$ cat src/sv/shs_pkg.sv
// Shared types, codes and reset constants for the stepper axis homing supervisor.
`timescale 1ns / 1ps

package shs_pkg;

  // Supervisor states, numbered densely
  typedef enum logic [4:0] {
    ST_NOTVALID    = 5'd0,
    ST_STANDBY     = 5'd1,
    ST_HOLD_FWD    = 5'd2,
    ST_HOLD_REV    = 5'd3,
    ST_MOVE_FWD    = 5'd4,
    ST_MOVE_REV    = 5'd5,
    ST_DIRTY       = 5'd6,
    ST_ERROR       = 5'd7,
    ST_C_NEXT      = 5'd8,
    ST_C_START     = 5'd9,
    ST_C_FWD_START = 5'd10,
    ST_C_FWD       = 5'd11,
    ST_C_FWD_FIN   = 5'd12,
    ST_C_REV_START = 5'd13,
    ST_C_REV       = 5'd14,
    ST_C_REV_FIN   = 5'd15,
    ST_C_FIN       = 5'd16
  } sup_state_t;

  // Error codes
  typedef enum logic [2:0] {
    ER_NONE      = 3'd0,
    ER_TIMEOUT   = 3'd1,
    ER_WRONG_DIR = 3'd2,
    ER_BLOCKED   = 3'd3,
    ER_START     = 3'd4,
    ER_STOP      = 3'd5,
    ER_MOVED     = 3'd6,
    ER_ESTOP     = 3'd7
  } err_code_t;

  // Input word function codes
  localparam logic [2:0] FN_TICK   = 3'd0;
  localparam logic [2:0] FN_SWITCH = 3'd1;
  localparam logic [2:0] FN_CALIB  = 3'd2;
  localparam logic [2:0] FN_ESTOP  = 3'd3;
  localparam logic [2:0] FN_FWD    = 3'd4;
  localparam logic [2:0] FN_REV    = 3'd5;

  // Switch states
  localparam logic [1:0] SW_STANDBY = 2'd0;
  localparam logic [1:0] SW_ACTIVE  = 2'd1;

  // Motor direction patterns
  localparam logic [1:0] DIR_STOP = 2'd0;
  localparam logic [1:0] DIR_FWD  = 2'd1;
  localparam logic [1:0] DIR_REV  = 2'd3;

  // Switch ids and edge kinds
  localparam logic SWID_FWD  = 1'b0;
  localparam logic SWID_REV  = 1'b1;
  localparam logic EDGE_DOWN = 1'b0;

  // Configuration register indexes
  localparam logic [2:0] CFG_TIMEOUT     = 3'd0;
  localparam logic [2:0] CFG_CALIB_SPAN  = 3'd1;
  localparam logic [2:0] CFG_CALIB_SPEED = 3'd2;
  localparam logic [2:0] CFG_CALIB_ACCEL = 3'd3;
  localparam logic [2:0] CFG_RUN_SPEED   = 3'd4;
  localparam logic [2:0] CFG_RUN_ACCEL   = 3'd5;

  // Reset values
  localparam logic [15:0] RST_TIMEOUT     = 16'd5000;
  localparam logic [30:0] RST_CALIB_SPAN  = 31'd12800;
  localparam logic [15:0] RST_CALIB_SPEED = 16'd50;
  localparam logic [15:0] RST_CALIB_ACCEL = 16'd25;
  localparam logic [15:0] RST_RUN_SPEED   = 16'd200;
  localparam logic [15:0] RST_RUN_ACCEL   = 16'd50;

  typedef struct packed {
    logic [15:0] move_timeout_ms;
    logic [30:0] calib_span;
    logic [15:0] calib_speed;
    logic [15:0] calib_accel;
    logic [15:0] run_speed;
    logic [15:0] run_accel;
  } shs_cfg_t;

  typedef struct packed {
    logic [2:0]  func;
    logic [31:0] now_ms;
    logic [1:0]  fwd_switch;
    logic [1:0]  rev_switch;
    logic [1:0]  motor_dir;
    logic        motor_on;
    logic [31:0] motor_pos;
    logic        switch_id;
    logic        switch_edge;
  } shs_item_t;

  typedef struct packed {
    logic        cmd_stop;
    logic        cmd_disable;
    logic        cmd_move;
    logic [31:0] move_target;
    logic        cmd_zero_pos;
    logic        cmd_profile;
    logic [15:0] speed_out;
    logic [15:0] accel_out;
    logic [4:0]  sys_state_out;
    logic [2:0]  error_out;
    logic        state_changed;
    logic        move_accepted;
  } shs_result_t;

endpackage

$ cat src/sv/shs_cfg_regs.sv
// Configuration register file for the homing supervisor.
`timescale 1ns / 1ps

module shs_cfg_regs
  import shs_pkg::*;
(
  input  logic        clk,
  input  logic        rst_n,
  input  logic        wr_en,
  input  logic [2:0]  wr_index,
  input  logic [31:0] wr_data,
  output shs_cfg_t    cfg
);

  shs_cfg_t cfg_r;

  // Register writes; unknown indexes are dropped
  always_ff @(posedge clk) begin
    if (!rst_n) begin
      cfg_r.move_timeout_ms <= RST_TIMEOUT;
      cfg_r.calib_span      <= RST_CALIB_SPAN;
      cfg_r.calib_speed     <= RST_CALIB_SPEED;
      cfg_r.calib_accel     <= RST_CALIB_ACCEL;
      cfg_r.run_speed       <= RST_RUN_SPEED;
      cfg_r.run_accel       <= RST_RUN_ACCEL;
    end else if (wr_en) begin
      unique case (wr_index)
        CFG_TIMEOUT:     cfg_r.move_timeout_ms <= wr_data[15:0];
        CFG_CALIB_SPAN:  cfg_r.calib_span      <= wr_data[30:0];
        CFG_CALIB_SPEED: cfg_r.calib_speed     <= wr_data[15:0];
        CFG_CALIB_ACCEL: cfg_r.calib_accel     <= wr_data[15:0];
        CFG_RUN_SPEED:   cfg_r.run_speed       <= wr_data[15:0];
        CFG_RUN_ACCEL:   cfg_r.run_accel       <= wr_data[15:0];
        default: ;
      endcase
    end
  end

  assign cfg = cfg_r;

endmodule

$ cat src/sv/shs_core.sv
// Supervisor state registers and the single-pass next-state and command logic.
`timescale 1ns / 1ps

module shs_core
  import shs_pkg::*;
(
  input  logic        clk,
  input  logic        rst_n,
  input  logic        step,
  input  shs_item_t   item,
  input  shs_cfg_t    cfg,
  output shs_result_t res
);

  sup_state_t  st_r, st_nxt;
  sup_state_t  seen_r, seen_nxt;
  err_code_t   err_r, err_nxt;
  logic [1:0]  last_dir_r, last_dir_nxt;
  logic [31:0] start_ms_r, start_ms_nxt;
  logic [31:0] fwd_lim_r, fwd_lim_nxt;
  logic [31:0] rev_lim_r, rev_lim_nxt;
  logic        fwd_done_r, fwd_done_nxt;
  logic        rev_done_r, rev_done_nxt;

  logic [31:0] elapsed;
  logic        timed_out;
  logic        run_state;
  logic [1:0]  move_sw;
  logic [31:0] span_ext;

  // Move timer, shared by the tick check and the calibration run checks
  assign elapsed   = item.now_ms - start_ms_r;
  assign timed_out = elapsed > {16'd0, cfg.move_timeout_ms};
  assign run_state = (st_r >= ST_STANDBY) && (st_r <= ST_MOVE_REV);
  assign move_sw   = (item.func == FN_FWD) ? item.fwd_switch : item.rev_switch;
  assign span_ext  = {1'b0, cfg.calib_span};

  always_comb begin
    st_nxt       = st_r;
    seen_nxt     = seen_r;
    err_nxt      = err_r;
    last_dir_nxt = last_dir_r;
    start_ms_nxt = start_ms_r;
    fwd_lim_nxt  = fwd_lim_r;
    rev_lim_nxt  = rev_lim_r;
    fwd_done_nxt = fwd_done_r;
    rev_done_nxt = rev_done_r;
    res          = '0;

    unique case (item.func)
      FN_TICK: begin
        // follow the reported move direction
        if (item.motor_dir != last_dir_r) begin
          last_dir_nxt = item.motor_dir;
          if (run_state) begin
            unique case (item.motor_dir)
              DIR_STOP: begin
                if (item.motor_on) begin
                  if (item.fwd_switch == SW_ACTIVE) begin
                    st_nxt = ST_HOLD_FWD;
                  end else if (item.rev_switch == SW_ACTIVE) begin
                    st_nxt = ST_HOLD_REV;
                  end else begin
                    err_nxt = ER_STOP;
                    res.cmd_disable = 1'b1;
                    st_nxt = ST_ERROR;
                  end
                end else begin
                  st_nxt = ST_STANDBY;
                end
              end
              DIR_FWD: st_nxt = ST_MOVE_FWD;
              DIR_REV: st_nxt = ST_MOVE_REV;
              default: ;
            endcase
          end
        end
        // move timeout
        if (last_dir_nxt != DIR_STOP && timed_out) begin
          res.cmd_stop    = 1'b1;
          res.cmd_disable = 1'b1;
          err_nxt         = ER_TIMEOUT;
          st_nxt          = ST_ERROR;
        end
        // state change report
        if (seen_r != st_nxt) begin
          seen_nxt          = st_nxt;
          res.state_changed = 1'b1;
        end
        // calibration sequence
        unique case (st_nxt)
          ST_C_START: begin
            fwd_lim_nxt      = span_ext;
            rev_lim_nxt      = 32'd0 - span_ext;
            res.cmd_zero_pos = 1'b1;
            res.cmd_profile  = 1'b1;
            res.speed_out    = cfg.calib_speed;
            res.accel_out    = cfg.calib_accel;
            err_nxt          = ER_NONE;
            fwd_done_nxt     = 1'b0;
            rev_done_nxt     = 1'b0;
            st_nxt           = ST_C_NEXT;
          end
          ST_C_NEXT: begin
            if (fwd_done_r && rev_done_r) begin
              st_nxt = ST_C_FIN;
            end else if (!fwd_done_r) begin
              st_nxt = (item.fwd_switch == SW_STANDBY) ? ST_C_FWD_START : ST_C_REV_START;
            end else if (item.rev_switch == SW_STANDBY) begin
              st_nxt = ST_C_REV_START;
            end else begin
              err_nxt = ER_BLOCKED;
              res.cmd_disable = 1'b1;
              st_nxt = ST_ERROR;
            end
          end
          ST_C_FWD_START: begin
            if (item.fwd_switch == SW_STANDBY) begin
              start_ms_nxt    = item.now_ms;
              res.cmd_move    = 1'b1;
              res.move_target = fwd_lim_r;
              st_nxt          = ST_C_FWD;
            end else begin
              err_nxt = ER_START;
              res.cmd_disable = 1'b1;
              st_nxt = ST_ERROR;
            end
          end
          ST_C_REV_START: begin
            if (item.rev_switch == SW_STANDBY) begin
              start_ms_nxt    = item.now_ms;
              res.cmd_move    = 1'b1;
              res.move_target = rev_lim_r;
              st_nxt          = ST_C_REV;
            end else begin
              err_nxt = ER_START;
              res.cmd_disable = 1'b1;
              st_nxt = ST_ERROR;
            end
          end
          ST_C_FWD, ST_C_REV: begin
            if (((st_nxt == ST_C_FWD) ? item.fwd_switch : item.rev_switch) == SW_ACTIVE) begin
              res.cmd_stop = 1'b1;
              st_nxt = (st_nxt == ST_C_FWD) ? ST_C_FWD_FIN : ST_C_REV_FIN;
            end else if (last_dir_nxt == DIR_STOP) begin
              err_nxt = ER_STOP;
              res.cmd_disable = 1'b1;
              st_nxt = ST_ERROR;
            end else if (timed_out) begin
              res.cmd_stop    = 1'b1;
              err_nxt         = ER_TIMEOUT;
              res.cmd_disable = 1'b1;
              st_nxt          = ST_ERROR;
            end
          end
          ST_C_FWD_FIN: begin
            fwd_lim_nxt  = item.motor_pos;
            fwd_done_nxt = 1'b1;
            st_nxt       = ST_C_NEXT;
          end
          ST_C_REV_FIN: begin
            rev_lim_nxt  = item.motor_pos;
            rev_done_nxt = 1'b1;
            st_nxt       = ST_C_NEXT;
          end
          ST_C_FIN: begin
            res.cmd_profile = 1'b1;
            res.speed_out   = cfg.run_speed;
            res.accel_out   = cfg.run_accel;
            if (item.fwd_switch == SW_ACTIVE) begin
              st_nxt = ST_HOLD_FWD;
            end else if (item.rev_switch == SW_ACTIVE) begin
              st_nxt = ST_HOLD_REV;
            end
          end
          default: ;
        endcase
      end
      FN_SWITCH: begin
        if (item.switch_edge == EDGE_DOWN) begin
          res.cmd_stop = 1'b1;
          if ((item.switch_id == SWID_FWD && st_r == ST_C_REV) ||
              (item.switch_id == SWID_REV && st_r == ST_C_FWD)) begin
            err_nxt = ER_WRONG_DIR;
            res.cmd_disable = 1'b1;
            st_nxt = ST_ERROR;
          end
        end else if (st_r == ST_STANDBY || st_r == ST_HOLD_FWD || st_r == ST_HOLD_REV) begin
          // released switch: disable only, no stop
          err_nxt = ER_MOVED;
          res.cmd_disable = 1'b1;
          st_nxt = ST_ERROR;
        end
      end
      FN_CALIB: st_nxt = ST_C_START;
      FN_ESTOP: begin
        res.cmd_stop    = 1'b1;
        res.cmd_disable = 1'b1;
        err_nxt         = ER_ESTOP;
        st_nxt          = ST_ERROR;
      end
      FN_FWD, FN_REV: begin
        if (run_state && move_sw == SW_STANDBY) begin
          start_ms_nxt      = item.now_ms;
          res.cmd_move      = 1'b1;
          res.move_target   = (item.func == FN_FWD) ? fwd_lim_r : rev_lim_r;
          res.move_accepted = 1'b1;
        end
      end
      default: ;
    endcase

    res.sys_state_out = st_nxt;
    res.error_out     = err_nxt;
  end

  // Supervisor state, updated once per processed word
  always_ff @(posedge clk) begin
    if (!rst_n) begin
      st_r       <= ST_DIRTY;
      seen_r     <= ST_DIRTY;
      err_r      <= ER_NONE;
      last_dir_r <= DIR_STOP;
      start_ms_r <= 32'd0;
      fwd_lim_r  <= {1'b0, RST_CALIB_SPAN};
      rev_lim_r  <= 32'd0 - {1'b0, RST_CALIB_SPAN};
      fwd_done_r <= 1'b0;
      rev_done_r <= 1'b0;
    end else if (step) begin
      st_r       <= st_nxt;
      seen_r     <= seen_nxt;
      err_r      <= err_nxt;
      last_dir_r <= last_dir_nxt;
      start_ms_r <= start_ms_nxt;
      fwd_lim_r  <= fwd_lim_nxt;
      rev_lim_r  <= rev_lim_nxt;
      fwd_done_r <= fwd_done_nxt;
      rev_done_r <= rev_done_nxt;
    end
  end

endmodule

$ cat src/sv/stepper_axis_homing_supervisor.sv
// Top level of the stepper axis homing supervisor: input and result registers.
//
//   channel | handshake              | payload
//   --------+------------------------+--------------------------------------
//   in      | in_valid / in_ready    | func, now_ms, switches, motor status
//   out     | out_valid / out_ready  | motor commands, state, error, flags
//   cfg     | cfg_valid / cfg_ready  | cfg_index (3), cfg_data (32)
//
// One word per cycle sustained while out_ready is high; each word passes the
// input register, then the result register, its result set by the single-pass
// supervisor logic between them. Supervisor state advances when the input
// register moves into the result register. A stalled out_ready holds the
// result and backs up into the input register. Synchronous reset restores
// the register defaults and the dirty state; cfg_ready is always high.
`timescale 1ns / 1ps

module stepper_axis_homing_supervisor
  import shs_pkg::*;
(
  input  logic               clk,
  input  logic               rst_n,
  // input words
  input  logic               in_valid,
  output logic               in_ready,
  input  logic [2:0]         in_func,
  input  logic [31:0]        in_now_ms,
  input  logic [1:0]         in_fwd_switch,
  input  logic [1:0]         in_rev_switch,
  input  logic signed [1:0]  in_motor_dir,
  input  logic               in_motor_on,
  input  logic signed [31:0] in_motor_pos,
  input  logic               in_switch_id,
  input  logic               in_switch_edge,
  // result words
  output logic               out_valid,
  input  logic               out_ready,
  output logic               out_cmd_stop,
  output logic               out_cmd_disable,
  output logic               out_cmd_move,
  output logic signed [31:0] out_move_target,
  output logic               out_cmd_zero_pos,
  output logic               out_cmd_profile,
  output logic [15:0]        out_speed_out,
  output logic [15:0]        out_accel_out,
  output logic [4:0]         out_sys_state_out,
  output logic [2:0]         out_error_out,
  output logic               out_state_changed,
  output logic               out_move_accepted,
  // configuration
  input  logic               cfg_valid,
  output logic               cfg_ready,
  input  logic [2:0]         cfg_index,
  input  logic [31:0]        cfg_data
);

  shs_cfg_t    cfg;
  shs_item_t   item_r;
  logic        item_vld_r;
  shs_result_t res;
  shs_result_t res_r;
  logic        res_vld_r;
  logic        step;

  // Pipeline flow
  assign step      = item_vld_r && (!res_vld_r || out_ready);
  assign in_ready  = !item_vld_r || step;
  assign cfg_ready = 1'b1;

  shs_cfg_regs u_cfg (
    .clk      (clk),
    .rst_n    (rst_n),
    .wr_en    (cfg_valid),
    .wr_index (cfg_index),
    .wr_data  (cfg_data),
    .cfg      (cfg)
  );

  shs_core u_core (
    .clk   (clk),
    .rst_n (rst_n),
    .step  (step),
    .item  (item_r),
    .cfg   (cfg),
    .res   (res)
  );

  // Input register
  always_ff @(posedge clk) begin
    if (!rst_n) begin
      item_vld_r <= 1'b0;
    end else if (in_ready) begin
      item_vld_r <= in_valid;
    end
  end

  always_ff @(posedge clk) begin
    if (in_valid && in_ready) begin
      item_r.func        <= in_func;
      item_r.now_ms      <= in_now_ms;
      item_r.fwd_switch  <= in_fwd_switch;
      item_r.rev_switch  <= in_rev_switch;
      item_r.motor_dir   <= in_motor_dir;
      item_r.motor_on    <= in_motor_on;
      item_r.motor_pos   <= in_motor_pos;
      item_r.switch_id   <= in_switch_id;
      item_r.switch_edge <= in_switch_edge;
    end
  end

  // Result register
  always_ff @(posedge clk) begin
    if (!rst_n) begin
      res_vld_r <= 1'b0;
    end else if (!res_vld_r || out_ready) begin
      res_vld_r <= item_vld_r;
    end
  end

  always_ff @(posedge clk) begin
    if (step) begin
      res_r <= res;
    end
  end

  assign out_valid         = res_vld_r;
  assign out_cmd_stop      = res_r.cmd_stop;
  assign out_cmd_disable   = res_r.cmd_disable;
  assign out_cmd_move      = res_r.cmd_move;
  assign out_move_target   = res_r.move_target;
  assign out_cmd_zero_pos  = res_r.cmd_zero_pos;
  assign out_cmd_profile   = res_r.cmd_profile;
  assign out_speed_out     = res_r.speed_out;
  assign out_accel_out     = res_r.accel_out;
  assign out_sys_state_out = res_r.sys_state_out;
  assign out_error_out     = res_r.error_out;
  assign out_state_changed = res_r.state_changed;
  assign out_move_accepted = res_r.move_accepted;

endmodule

$ cat config.mk
export PLATFORM = sky130hd
export DESIGN_NAME = stepper_axis_homing_supervisor
export DESIGN_NICKNAME = d
export VERILOG_FILES = /design/src/sv/shs_pkg.sv /design/src/sv/shs_cfg_regs.sv /design/src/sv/shs_core.sv /design/src/sv/stepper_axis_homing_supervisor.sv
export SDC_FILE = /design/constraint.sdc
export NUM_CORES = 1
export LEC_CHECK = 0
export ABC_AREA = 1
export BUFFER_PORTS_ARGS = -buffer_cell sky130_fd_sc_hd__buf_2
export CAP_MARGIN = 0
export CELL_PAD_IN_SITES_DETAIL_PLACEMENT = 1
export CELL_PAD_IN_SITES_GLOBAL_PLACEMENT = 2
export CORE_UTILIZATION = 35
export DETAILED_ROUTE_END_ITERATION = 16
export GPL_TIMING_DRIVEN = 0
export PLACE_DENSITY_LB_ADDON = 0.1
export SYNTH_ARGS = -nofsm -noshare
export SYNTH_HDL_FRONTEND = slang
export SYNTH_SLANG_ARGS = --single-unit
$ cat constraint.sdc
create_clock -name clk -period 4.3 [get_ports clk]
set_input_delay 0.43 -clock clk [delete_from_list [all_inputs] [get_ports clk]]
set_output_delay 0.43 -clock clk [all_outputs]
set_load 0.02 [all_outputs]
==> summary.md, run 1 <==
| Metric | Value |
|---|---|
| Final core occ | `47.6%` |
| Bufs on Longest Clock Path | `3` |
| Layout net count | `3028` |
| Worst path most repeated cell | `nand2_2` |
| Vias in the first global route | `18300` |
| Most frequent cells in the layout | `nand2_1 (468), inv_1 (308), nor2_1 (230)` |
| NetSw | `between 0.002 and 0.0025 W` |
| Fin crit share | `100%` |
| Internal power | `between 0.006 and 0.007 W` |
| Multiplexer share of the synthesized area | `0.821%` |
| Outcome | `finished, final reports clean` |
| Drt wl/cell | `19.5 um` |
| Worst Path Class, Setup | `reg2reg` |
| Main combinational cell family by area after synthesis | `simple AND/OR/NAND/NOR gates` |
| YS warnings | `0` |
| # setup viols final | `0` |
| Post-DP HPWL | `51.5 mm` |
| XOR/XNOR Fraction of Synth Area | `2.07%` |
| Mapped Area | `19500 um2` |
| Crit-path max cell delay | `around 0.46 ns` |
| Die Footprint | `around 57000 um2` |
| CP endpoint kind | `register` |
| DRT iter0 DRCs | `816` |
| Final min period | `4.30 ns` |
| Final Hold Vio Count | `0` |
| Initial DRT Pass Iterations | `5` |
| Commonest non-fill, non-tap cell in the layout | `nand2_1` |
| DR vias | `18300` |
| Total Routing Usage GR | `24.1%` |
| Clock Power Share | `42.8%` |
| Residual DRC | `0` |
| Mapped Avg Cell Area | `7.96 um2` |
| Total grt overflow | `0` |
| Arrival @ worst endpoint | `4.84 ns` |
| Syn Inst Count | `2451` |
| Maxcap violations | `0` |
| Area grow syn2layout | `34.5%` |
| RR Startpoint | `item_r[53]` |
| Antenna Violating Nets Remaining | `0` |
| Vias per cell | `approximately 5` |
| Critical Path RT | `4.84 ns` |
| Num CTS Buffers | `44` |
| IO buf count | `194` |
| Worst setup SP type | `register` |
| Leak pwr | `11.3 nW` |
| Layout cells sized above 1 | `24.7%` |
| Antenna violations before repair | `2` |
| Achievable Freq | `roughly 230 MHz` |
| CTS tree | `yes` |
| Clock sink count | `381` |
| Sw Ratio | `27.2%` |
| Max-slew violations | `0` |
| Post-synth EDFFs | `roughly 160` |
| Hold Crit Start | `in_now_ms[24]` |
| Unrepaired setup endpoints after global routing | `true` |
| Post-synth ARST share | `0%` |
| Die Height | `approximately 240 um` |
| #FFs+latches synth | `381` |
| Crit path from | `item_r[53]` |
| Final WL | `between 70 and 80 mm` |
| Netlist cell types | `58` |
| Initial Util | `a little over a third` |
| Slowest-stage cell, CP | `edfxtp_1` |
| Top_reg_cell synth | `dfxtp_1` |
| Largest net degree at the start of global routing | `just under 70` |
| Syn nets | `2616` |
| Worst skew pair latency | `slightly above 0.6 ns` |
| Final Skew | `0.0464 ns` |
| Io pins | `198` |
| Rows | `86` |
| Flop pwr share | `43.7%` |
| Combinational Power Share | `13.4%` |
| Gp weighted congestion | `0.860` |
| CORE AREA | `55100 um2` |
| Final instance area | `26200 um2` |
| First-pass GRT wire length | `106 mm` |
| Adder-Cell Fraction of Synth Area | `3.18%` |
| Worst hold path class | `in2reg` |
| P per Cell Area | `347 nW/um2` |
| Synth Area in Compound Gates | `between 15 and 20%` |
| Clock Pin Slew Worst Setup and Hold Paths | `0.06 ns` |
| CTS root buffer | `clkbuf_16` |
| Max FO, Critical Path | `8` |
| Die Span X | `238 um` |
| Max VDD drop | `0.307 mV` |
| Filler cells | `6592` |
| Slew HR | `5.54%` |
| Register area share after synthesis | `47.1%` |
| Placed cell areas | `21500 um2` |
| Simple-Gate Fraction of Synth Area | `21.6%` |
| Slew @ Worst Pin | `1.41 ns` |
| H-tree levels | `2` |
## logic make-up (layout without fill, tap and decap cells)
kind of cell / Yosys count / count (layout)
XOR/XNOR: 46 / 46
AND/OR/NAND/NOR: 982 / 984
flip-flops: 381 / 381
other: 1 / 2
multiplexers: 16 / 16
buffers and inverters: 446 / 891
adder cells (fa/ha/maj): 49 / 49
AO/OA/AOI/OAI: 530 / 530
## flip-flops by register name, summed over array words and instances (netlist names), 2 cells and up
name / count
u_core.seen_r: 5
u_core.st_r: 5
out_accel_out: 16
item_r: 76
u_core.fwd_lim_r: 32
out_sys_state_out: 5
out_speed_out: 16
u_core.rev_lim_r: 32
u_core.start_ms_r: 32
u_core.last_dir_r: 2
out_error_out: 3
u_core.err_r: 3
out_move_target: 32
u_cfg.cfg: 111
## power groups by stage
stage                     Clock (W)  Sequential [W]  Combinational, W
final                       0.00390         0.00399           0.00122
after global routing        0.00412         0.00400           0.00135
after CTS                   0.00399         0.00398           0.00110
after detailed placement          0         0.00405          0.000990
after global placement            0         0.00406          0.000959
after floorplan                   0         0.00407          0.000586
## area by class of cell
class                      instances  area (um2)  share of cell area, %
antenna                            1        2.50                0.00954
multi-input combinational       1626        9890                   37.7
sequential                       381        9180                   35.0
clock inverter                    15         195                  0.744
inverter                         340        1320                   5.04
buffer                           104         656                   2.50
clock buffer                      66        1300                   4.96
timing repair buffer             366        2750                   10.5
tap                              748         936                   3.57
## synthesized netlist by cell type, drive strengths merged, types with 2 or more instances
cell type  count  area share, %
edfxtp       155             24
o21a           2          0.083
nand4         18           0.80
nand2        557             11
inv          336            6.5
xnor2         16           0.72
nor2         256            5.4
nand3        125            3.3
o21ai        276            7.2
buf           31            1.2
o21bai         2          0.077
nor4           5           0.16
a31oi         34            1.1
xor2          30            1.3
a211oi         4           0.18
mux2i         16           0.82
clkbuf        75            1.4
ha            48            3.1
nand3b         5           0.19
dfxtp        226             23
nor3          13           0.44
a32o          19           0.98
clkinv         4          0.083
a22o          24            1.1
o31ai          2          0.077
o211ai        39            1.8
o22ai          9           0.29
or2            3          0.096
a21oi        116            3.1
## worst paths after layout
| path | endpoint | slack (ns) | cells after the start |
|---|---|---|---|
| setup / recovery | u_core.fwd_lim_r[29] | 0.002 | 31 |
| hold / removal | item_r[65] | 0.04 | 1 |
| setup reg to reg | u_core.fwd_lim_r[29] | 0.002 | 31 |
| hold reg to reg | u_cfg.cfg[46] | 0.45 | 2 |
## critical path, delay by kind of cell (launching register included)
kind                     cells  cell delay, ns
AND/OR/NAND/NOR             19            1.78
adder cells (fa/ha/maj)      2            0.62
AO/OA/AOI/OAI                4            0.59
buffers and inverters        5            0.58
flip-flops                   1            0.46
XOR/XNOR                     1            0.21
## per-layer routing
layer | track usage (%) | up-vias | share of wire [%]
met5 | 0 | - | 0
met4 | 5.46 | 0 | 2.1
met3 | 2.94 | 77 | 3.4
met2 | 41.6 | 340 | 50
met1 | 32.0 | 8938 | 45
li1 | - | 8943 | -
## stage by stage
| step | TNS, ns | total power (W) | cells | setup slack, ns | hold slack, ns |
|---|---|---|---|---|---|
| final | 0 | 0.00911 | 3647 | 0.00214 | 0.0376 |
| after global routing | -22.24 | 0.00947 | 3647 | -0.240 | 0.00668 |
| after CTS | -0.102 | 0.00907 | 3579 | -0.0173 | 0.000608 |
| after detailed placement | -102.10 | 0.00504 | 3395 | -1.14 | 0.443 |
| after global placement | -85.55 | 0.00502 | 3393 | -0.990 | 0.433 |
| after floorplan | 0 | 0.00466 | 2451 | 0.576 | 0.425 |
## repair_timing
item	in CTS	in global routing
resized for setup	119	350
gates cloned	6	9
pin swaps	36	81
endpoints found under the setup margin	189	188
hold buffers	64	0
setup buffers	34	59
hold endpoints to repair	64	0
Note: power is estimated with default switching activity, not from simulation.
==> run 2, diff against run 1 <==
--- a/config.mk
+++ b/config.mk
@@ -11,9 +11,11 @@
 export CELL_PAD_IN_SITES_DETAIL_PLACEMENT = 1
 export CELL_PAD_IN_SITES_GLOBAL_PLACEMENT = 2
 export CORE_UTILIZATION = 35
+export CTS_CLUSTER_DIAMETER = 120
 export DETAILED_ROUTE_END_ITERATION = 16
 export GPL_TIMING_DRIVEN = 0
 export PLACE_DENSITY_LB_ADDON = 0.1
+export SETUP_SLACK_MARGIN = 0.2
 export SYNTH_ARGS = -nofsm -noshare
 export SYNTH_HDL_FRONTEND = slang
 export SYNTH_SLANG_ARGS = --single-unit
==> run 2 against run 1 <==
  * The run now ends with negative setup slack left
  * Die area stayed put
  * Cell count is 1.1% higher
  * Critical path depth is 2 higher
  * Hold slack worse by 0.0042 ns
  * Combinational power is 4% higher
  * Global-route usage is 0.99 points higher
  * First-iteration DRC count is 5.3% higher
  * Via count is 1.3% higher
==> summary.md, run 2 (synthesized netlist as in run 1, its figures left out) <==
| Metric | Value |
|---|---|
| Outcome | `complete, but fails checks` |
| Violated checks | `negative setup slack` |
| Hold WS | `0.0334 ns (-0.00422 ns)` |
| Die Height | `238 um (unchanged)` |
| Crit-path max cell delay | `0.43 ns (-0.03 ns)` |
| Final min period | `4.37 ns (+0.0744 ns)` |
| Hold Path Stages | `1 (unchanged)` |
| Total grt overflow | `0 (unchanged)` |
| Worst Path Class, Setup | `reg2reg` |
| DP Worst Slack | `-1.14 ns (unchanged)` |
| Initial DRT Pass Iterations | `5 (unchanged)` |
| DR vias | `18500 (+1.3%)` |
| Area of the multi-input gates | `10400 um2 (+5.0%)` |
| Worst Reg2Reg Path Length in Cells | `33 (+6.5%)` |
| Clock Power Share | `42.7% (about the same)` |
| NetSw | `0.00252 W (+1.7%)` |
| Achievable Freq | `229 MHz (-1.7%)` |
| Worst path most repeated cell | `nand2_2` |
| Maxcap violations | `0 (unchanged)` |
| Final Skew | `0.0439 ns (-0.00249 ns)` |
| Setup ws final | `-0.0723 ns (-0.0744 ns)` |
| Rows | `86 (unchanged)` |
| CORE AREA | `55100 um2 (unchanged)` |
| Register area | `9180 um2 (unchanged)` |
| Clock Pin Slew Worst Setup and Hold Paths | `0.06 ns (about the same)` |
| Largest net degree at the start of global routing | `68 (unchanged)` |
| H-tree levels | `2 (unchanged)` |
| Layout net count | `3067 (+1.3%)` |
| P per Cell Area | `334 nW/um2 (-3.7%)` |
| Die Span X | `238 um (unchanged)` |
| Fin crit share | `102% (+1.7 points)` |
| Flop pwr share | `43.5% (-0.2 points)` |
| Antenna Violating Nets Remaining | `0 (unchanged)` |
| Unrepaired setup endpoints after global routing | `true` |
| Max reg flops | `111 (unchanged)` |
| Final instance area | `27400 um2 (+4.6%)` |
| Placed cell areas | `21500 um2 (unchanged)` |
| Layout cells sized above 1 | `28.9% (+4.2 points)` |
| Slew @ Worst Pin | `1.29 ns (-0.126 ns)` |
| Most frequent cells in the layout | `nand2_1 (466), inv_1 (305), nor2_1 (229)` |
| CP endpoint kind | `register` |
| CTS root buffer | `clkbuf_16` |
| Worst hold path class | `in2reg` |
| Die Footprint | `56700 um2 (unchanged)` |
| Max-slew violations | `0 (unchanged)` |
| Final WL | `73.1 mm (+2.8%)` |
| Critical Path RT | `4.66 ns (-0.18 ns)` |
| Filler cells | `6494 (-1.5%)` |
| Sw Ratio | `27.5% (+0.28 points)` |
| Worst setup SP type | `register` |
| Antenna violations before repair | `2 (unchanged)` |
| Final core occ | `49.8% (+2.2 points)` |
| Vias per cell | `5.03 (+0.19%)` |
| First-pass GRT wire length | `110 mm (+3.9%)` |
| Post-DP HPWL | `51.5 mm (unchanged)` |
| Leak pwr | `11.8 nW (+4.3%)` |
| Max VDD drop | `0.305 mV (-0.57%)` |
| Worst skew pair latency | `0.62 ns (about the same)` |
| DRT iter0 DRCs | `859 (+5.3%)` |
| Commonest non-fill, non-tap cell in the layout | `nand2_1` |
| Drt wl/cell | `19.8 um (+1.7%)` |
| Io pins | `198 (unchanged)` |
| Vias in the first global route | `19100 (+3.9%)` |
| Bufs on Longest Clock Path | `3 (unchanged)` |
| Pwr Total | `0.00917 W (+0.67%)` |
| Gp weighted congestion | `0.860 (unchanged)` |
| Area grow syn2layout | `40.6%` |
| Initial Util | `35.4% (unchanged)` |
| Internal power | `0.00665 W (+0.29%)` |
| Slowest-stage cell, CP | `edfxtp_1` |
| Slew HR | `14.0% (+8.4 points)` |
| Final Hold Vio Count | `0 (unchanged)` |
| CTS tree | `yes` |
| Arrival @ worst endpoint | `4.73 ns (-0.11 ns)` |
| IO buf count | `194 (unchanged)` |
| Max FO, Critical Path | `5 (-3)` |
| Num CTS Buffers | `44 (unchanged)` |
| # setup viols final | `40 (+40)` |
| Clock sink count | `381 (unchanged)` |
| Combinational Power Share | `13.9% (+0.5 points)` |
| Residual DRC | `0 (unchanged)` |
| Total Routing Usage GR | `25.1% (+0.99 points)` |
run 2: changes by cell type in the layout (fill, tap and decap cells not counted), moves of 10 or more:
| cell | previous run | this run |
|---|---|---|
| o21ai_2 | 53 | 91 |
| nand3_2 | 15 | 25 |
| nand2_4 | 33 | 22 |
| o21ai_0 | 183 | 140 |
| nand3_1 | 103 | 85 |
| nand2_2 | 49 | 60 |
| o21ai_4 | 5 | 16 |
| buf_6 | 21 | 37 |
run 2: power groups by stage:
stage          registers (W)  clock network (W)  logic, W
3_5_place_dp         0.00405                  0  0.000990
3_3_place_gp         0.00406                  0  0.000959
2_1_floorplan        0.00407                  0  0.000586
5_1_grt              0.00400            0.00412   0.00139
6_report             0.00399            0.00391   0.00127
4_1_cts              0.00398            0.00399   0.00115
run 2: per-layer routing:
metal	track usage (%)	part of all wire (%)
met1	32.6	45
met2	44.2	50
met3	3.05	3.3
met4	5.79	2.2
met5	0	0
run 2: worst max-delay path: cells and delay by family, from the launching register on:
| family | cells | cell delay (ns) |
|---|---|---|
| compound gates | 2 | 0.32 |
| simple gates | 24 | 2.19 |
| xor+xnor | 1 | 0.17 |
| buf+inv | 4 | 0.44 |
| fa+ha+maj | 2 | 0.58 |
| flops | 1 | 0.43 |
run 2: repair_timing:
action                                 4_1_cts  5_1_grt
setup endpoints to repair                  189      189
setup buffers                               70       51
pin swaps                                   68       97
endpoints found under the hold margin       64        0
cloned                                      17        7
hold buffers                                64        0
gates resized for setup                    358      309
run 2: area by class of cell:
cell class / instances / area share, %
Tap cell: 748 / 3.41
Sequential cell: 381 / 33.5
Buffer: 106 / 2.85
Inverter: 340 / 4.84
Clock buffer: 66 / 4.74
Timing Repair inverter: 1 / 0.0274
Antenna cell: 1 / 0.00912
Clock inverter: 15 / 0.712
Multi-Input combinational cell: 1626 / 37.8
Timing Repair Buffer: 402 / 12.1
run 2: final timing paths:
path / from / to / slack (ns)
max reg2reg: item_r[47] / out_sys_state_out[3] / -0.07
min reg2reg: u_core.start_ms_r[17] / u_core.start_ms_r[17] / 0.46
min: in_now_ms[24] / item_r[65] / 0.03
max: item_r[47] / out_sys_state_out[3] / -0.07
run 2: per-stage QoR:
step / TNS [ns] / std cells
detailed placement: -102.10 / 3395
global placement: -85.55 / 3393
finish: -0.718 / 3686
CTS: -0.00739 / 3627
floorplan: 0 / 2451
global route: -24.94 / 3686
==> run 3, diff against run 2 <==
--- a/config.mk
+++ b/config.mk
@@ -5,12 +5,11 @@
 export SDC_FILE = /design/constraint.sdc
 export NUM_CORES = 1
 export LEC_CHECK = 0
-export ABC_AREA = 1
 export BUFFER_PORTS_ARGS = -buffer_cell sky130_fd_sc_hd__buf_2
 export CAP_MARGIN = 0
 export CELL_PAD_IN_SITES_DETAIL_PLACEMENT = 1
 export CELL_PAD_IN_SITES_GLOBAL_PLACEMENT = 2
-export CORE_UTILIZATION = 35
+export CORE_UTILIZATION = 37
 export CTS_CLUSTER_DIAMETER = 120
 export DETAILED_ROUTE_END_ITERATION = 16
 export GPL_TIMING_DRIVEN = 0
==> run 3 against run 2 <==
  * The run still ends with negative setup slack left
  * Clock-buffer cell count rose by 2
  * Sequential share of layout area grew 4.7 points
  * Register-to-register slack got worse by 1.1 ns
  * Critical path depth decreased by 10
  * Setup slack got worse by 1.1 ns
  * Synthesized cell count is 19% lower
==> summary.md, run 3 <==
| Metric | Value |
|---|---|
| Die Span X | `227 um (-4.5%)` |
| Synth area leaders | `edfxtp_1 (25%), dfxtp_1 (24%), mux2i_1 (6.7%)` |
| Largest net degree at the start of global routing | `87 (+28%)` |
| P per Cell Area | `359 nW/um2 (+7.3%)` |
| Synth top area share | `24.8% (+0.93 points)` |
| CTS tree | `yes` |
| Antenna Violating Nets Remaining | `0 (unchanged)` |
| Unrepaired setup endpoints after global routing | `true` |
| # setup viols final | `189 (+370%)` |
| R2R Setup Slk | `-1.14 ns (-1.07 ns)` |
| IO buf count | `195 (+0.52%)` |
| Worst Reg2Reg Path Length in Cells | `23 (-30%)` |
| Filler cells | `5668 (-13%)` |
| #FFs+latches synth | `381 (unchanged)` |
| Worst reg2reg path endpoint | `out_move_target[5]` |
| Leak pwr | `9.13 nW (-22%)` |
| Sw Ratio | `25.6% (-1.9 points)` |
| Vias in the first global route | `16500 (-14%)` |
| Top_reg_cell synth | `dfxtp_1` |
| Syn Inst Count | `1983 (-19%)` |
| Clock Power Share | `43.9% (+1.2 points)` |
| Clock sink count | `381 (unchanged)` |
| Violated checks | `negative setup slack` |
| Total grt overflow | `0 (unchanged)` |
| Layout cells sized above 1 | `20.8% (-8.1 points)` |
| Initial DRT Pass Iterations | `4 (-1)` |
| Worst Path Class, Setup | `reg2reg` |
| Clock Pin Slew Worst Setup and Hold Paths | `0.06 ns (about the same)` |
| Hold WS | `0.0292 ns (-0.00419 ns)` |
| Worst skew pair latency | `0.59 ns (-0.03 ns)` |
| Maxcap violations | `0 (unchanged)` |
| Mapped Area | `18800 um2 (-3.7%)` |
| Non-Filler Instances | `3029 (-18%)` |
| Post-synth EDFFs | `155 (unchanged)` |
| Worst Setup EP | `out_move_target[5]` |
| Residual DRC | `0 (unchanged)` |
| Final Skew | `0.0184 ns (-0.0255 ns)` |
| RR Startpoint | `item_r[41]` |
| GR met2 Demand/Resource | `40.4% (-3.7 points)` |
| Worst hold path class | `in2reg` |
| Flop pwr share | `45.6% (+2.1 points)` |
| Final WL | `63.0 mm (-14%)` |
| Vias per cell | `5.36 (+6.6%)` |
| CORE AREA | `50100 um2 (-9.1%)` |
| Internal power | `0.00642 W (-3.5%)` |
| Die Footprint | `51600 um2 (-8.9%)` |
| Register area | `9180 um2 (unchanged)` |
| Rows | `82 (-4.7%)` |
| CP endpoint kind | `register` |
| Worst setup SP type | `register` |
| Critical Path RT | `4.71 ns (+0.05 ns)` |
| H-tree levels | `2 (unchanged)` |
| NetSw | `0.00221 W (-12%)` |
| Leading cell types by count after synthesis | `nand2_1 (327), dfxtp_1 (226), a21oi_1 (161)` |
| Most frequent cells in the layout | `nand2_1 (325), dfxtp_1 (226), buf_2 (201)` |
| Netlist cell types | `88 (+52%)` |
| Max FO, Critical Path | `10 (+5)` |
| Gp weighted congestion | `0.882 (+2.6%)` |
| Initial Util | `37.5% (+2.1 points)` |
| Layout net count | `2484 (-19%)` |
| Achievable Freq | `184 MHz (-20%)` |
| Met1 GRT Util | `32.4% (-0.23 points)` |
| Slew HR | `13.2% (-0.82 points)` |
| Final min period | `5.44 ns (+1.07 ns)` |
| Syn nets | `2148 (-18%)` |
| DRT iter0 DRCs | `789 (-8.1%)` |
| Slew @ Worst Pin | `1.29 ns (+0.00709 ns)` |
| Post-DP HPWL | `46.2 mm (-10%)` |
| Combinational Power Share | `10.5% (-3.4 points)` |
| Bufs on Longest Clock Path | `3 (unchanged)` |
| Fin crit share | `127% (+25 points)` |
| Num CTS Buffers | `44 (unchanged)` |
| Die Height | `227 um (-4.5%)` |
| Area grow syn2layout | `28.1%` |
| Max VDD drop | `0.305 mV (about the same)` |
| Most common cell in the netlist | `nand2_1` |
| CTS root buffer | `clkbuf_16` |
| Largest area contributor in the netlist | `edfxtp_1` |
| Post-synth ARST share | `0% (unchanged)` |
| Placed cells | `2851 (-16%)` |
| Register area share after synthesis | `48.9% (+1.8 points)` |
| Outcome | `complete, but fails checks` |
| Final core occ | `48.0% (-1.8 points)` |
| Met3 usage | `2.62% (-0.43 points)` |
| Max-slew violations | `0 (unchanged)` |
| Max reg flops | `111 (unchanged)` |
| Antenna violations before repair | `2 (unchanged)` |
| GRT busiest layer | `met2` |
| Crit path from | `item_r[41]` |
| Commonest non-fill, non-tap cell in the layout | `nand2_1` |
| Arrival @ worst endpoint | `5.85 ns (+1.12 ns)` |
| Final Hold Vio Count | `0 (unchanged)` |
| First-pass GRT wire length | `95.5 mm (-13%)` |
| Area of the multi-input gates | `9400 um2 (-9.5%)` |
| DR vias | `16200 (-12%)` |
| Drt wl/cell | `20.8 um (+4.8%)` |
| Setup ws final | `-1.14 ns (-1.07 ns)` |
| YS warnings | `0 (unchanged)` |
| Mapped Avg Cell Area | `9.47 um2 (+19%)` |
| Io pins | `198 (unchanged)` |
| Total Routing Usage GR | `24.2% (-0.86 points)` |
run 3: worst min-delay path by stage:
stage,depth (start not counted),endpoint,startpoint,slack (ns)
floorplan,2,u_cfg.cfg[0],u_cfg.cfg[0],0.44
global placement,2,u_cfg.cfg[27],u_cfg.cfg[27],0.44
detailed placement,2,u_cfg.cfg[30],u_cfg.cfg[30],0.45
CTS,1,item_r[29],in_motor_pos[27],0.0003
global route,1,item_r[13],in_motor_pos[11],0.01
finish,1,item_r[29],in_motor_pos[27],0.03
run 3: critical path, cell delays in order, from the launching register on:
cell       delay [ns]
edfxtp_1         0.44
inv_2            0.07
ha_4             0.17
fa_2             0.39
nor2b_4          0.15
o2111ai_4        0.16
a21oi_2          0.20
nor2_2           0.08
o21ai_2          0.14
xor2_1           0.22
ha_1             0.28
nand4_1          0.20
nor2_1           0.07
o2bb2ai_1        0.14
o41ai_2          0.40
o21a_1           0.18
nand4_1          0.13
or4b_4           0.57
o21ai_4          0.27
buf_8            0.17
nand2_4          0.07
a211o_4          0.42
buf_8            0.16
o22ai_1          0.17
run 3: power by group through the flow:
stage	sequential (W)	combinational (W)	clock [W]
after CTS	0.00394	0.000891	0.00387
after floorplan	0.00403	0.000480	0
final	0.00394	0.000906	0.00379
after detailed placement	0.00401	0.000822	0
after global routing	0.00395	0.000994	0.00400
after global placement	0.00402	0.000803	0
run 3: cells by family after synthesis:
group,synth area share (%)
flops,48.9
other cells,0.0200
simple gates,15.8
mux,6.78
fa+ha+maj,3.31
compound gates,18.6
buf+inv,4.33
xor+xnor,2.24
run 3: per-layer routing:
layer | share of wire [%] | vias up
met5 | 0 | -
met4 | 2.7 | 0
met3 | 3.3 | 88
met2 | 48 | 288
met1 | 46 | 7981
li1 | - | 7868
run 3: metrics by stage:
stage	setup TNS [ns]	total power (W)	instance area, um2	worst slack (ns)
after floorplan	-43.58	0.00451	18900	-0.377
final	-186.81	0.00863	24000	-1.14
after detailed placement	-314.79	0.00484	20800	-2.17
after global routing	-230.43	0.00894	24000	-1.36
after CTS	-165.75	0.00870	23600	-1.01
after global placement	-431.45	0.00482	20800	-2.56
run 3: final cells by class:
| class | count | area share [%] |
|---|---|---|
| Inverter | 69 | 1.15 |
| Sequential cell | 381 | 38.2 |
| Clock inverter | 14 | 0.505 |
| Tap cell | 672 | 3.50 |
| Multi-Input combinational cell | 1411 | 39.1 |
| Timing Repair Buffer | 290 | 8.59 |
| Buffer | 122 | 3.42 |
| Antenna cell | 2 | 0.0208 |
| Clock buffer | 68 | 5.57 |
run 3: repair_timing:
item                                    in CTS  in global routing
gates resized for setup                    131                 57
pin swaps                                   40                 27
hold endpoints to repair                    37                  0
setup buffers                               33                 15
gates cloned                                 8                  1
endpoints found under the setup margin     189                189
hold buffers                                37                  0
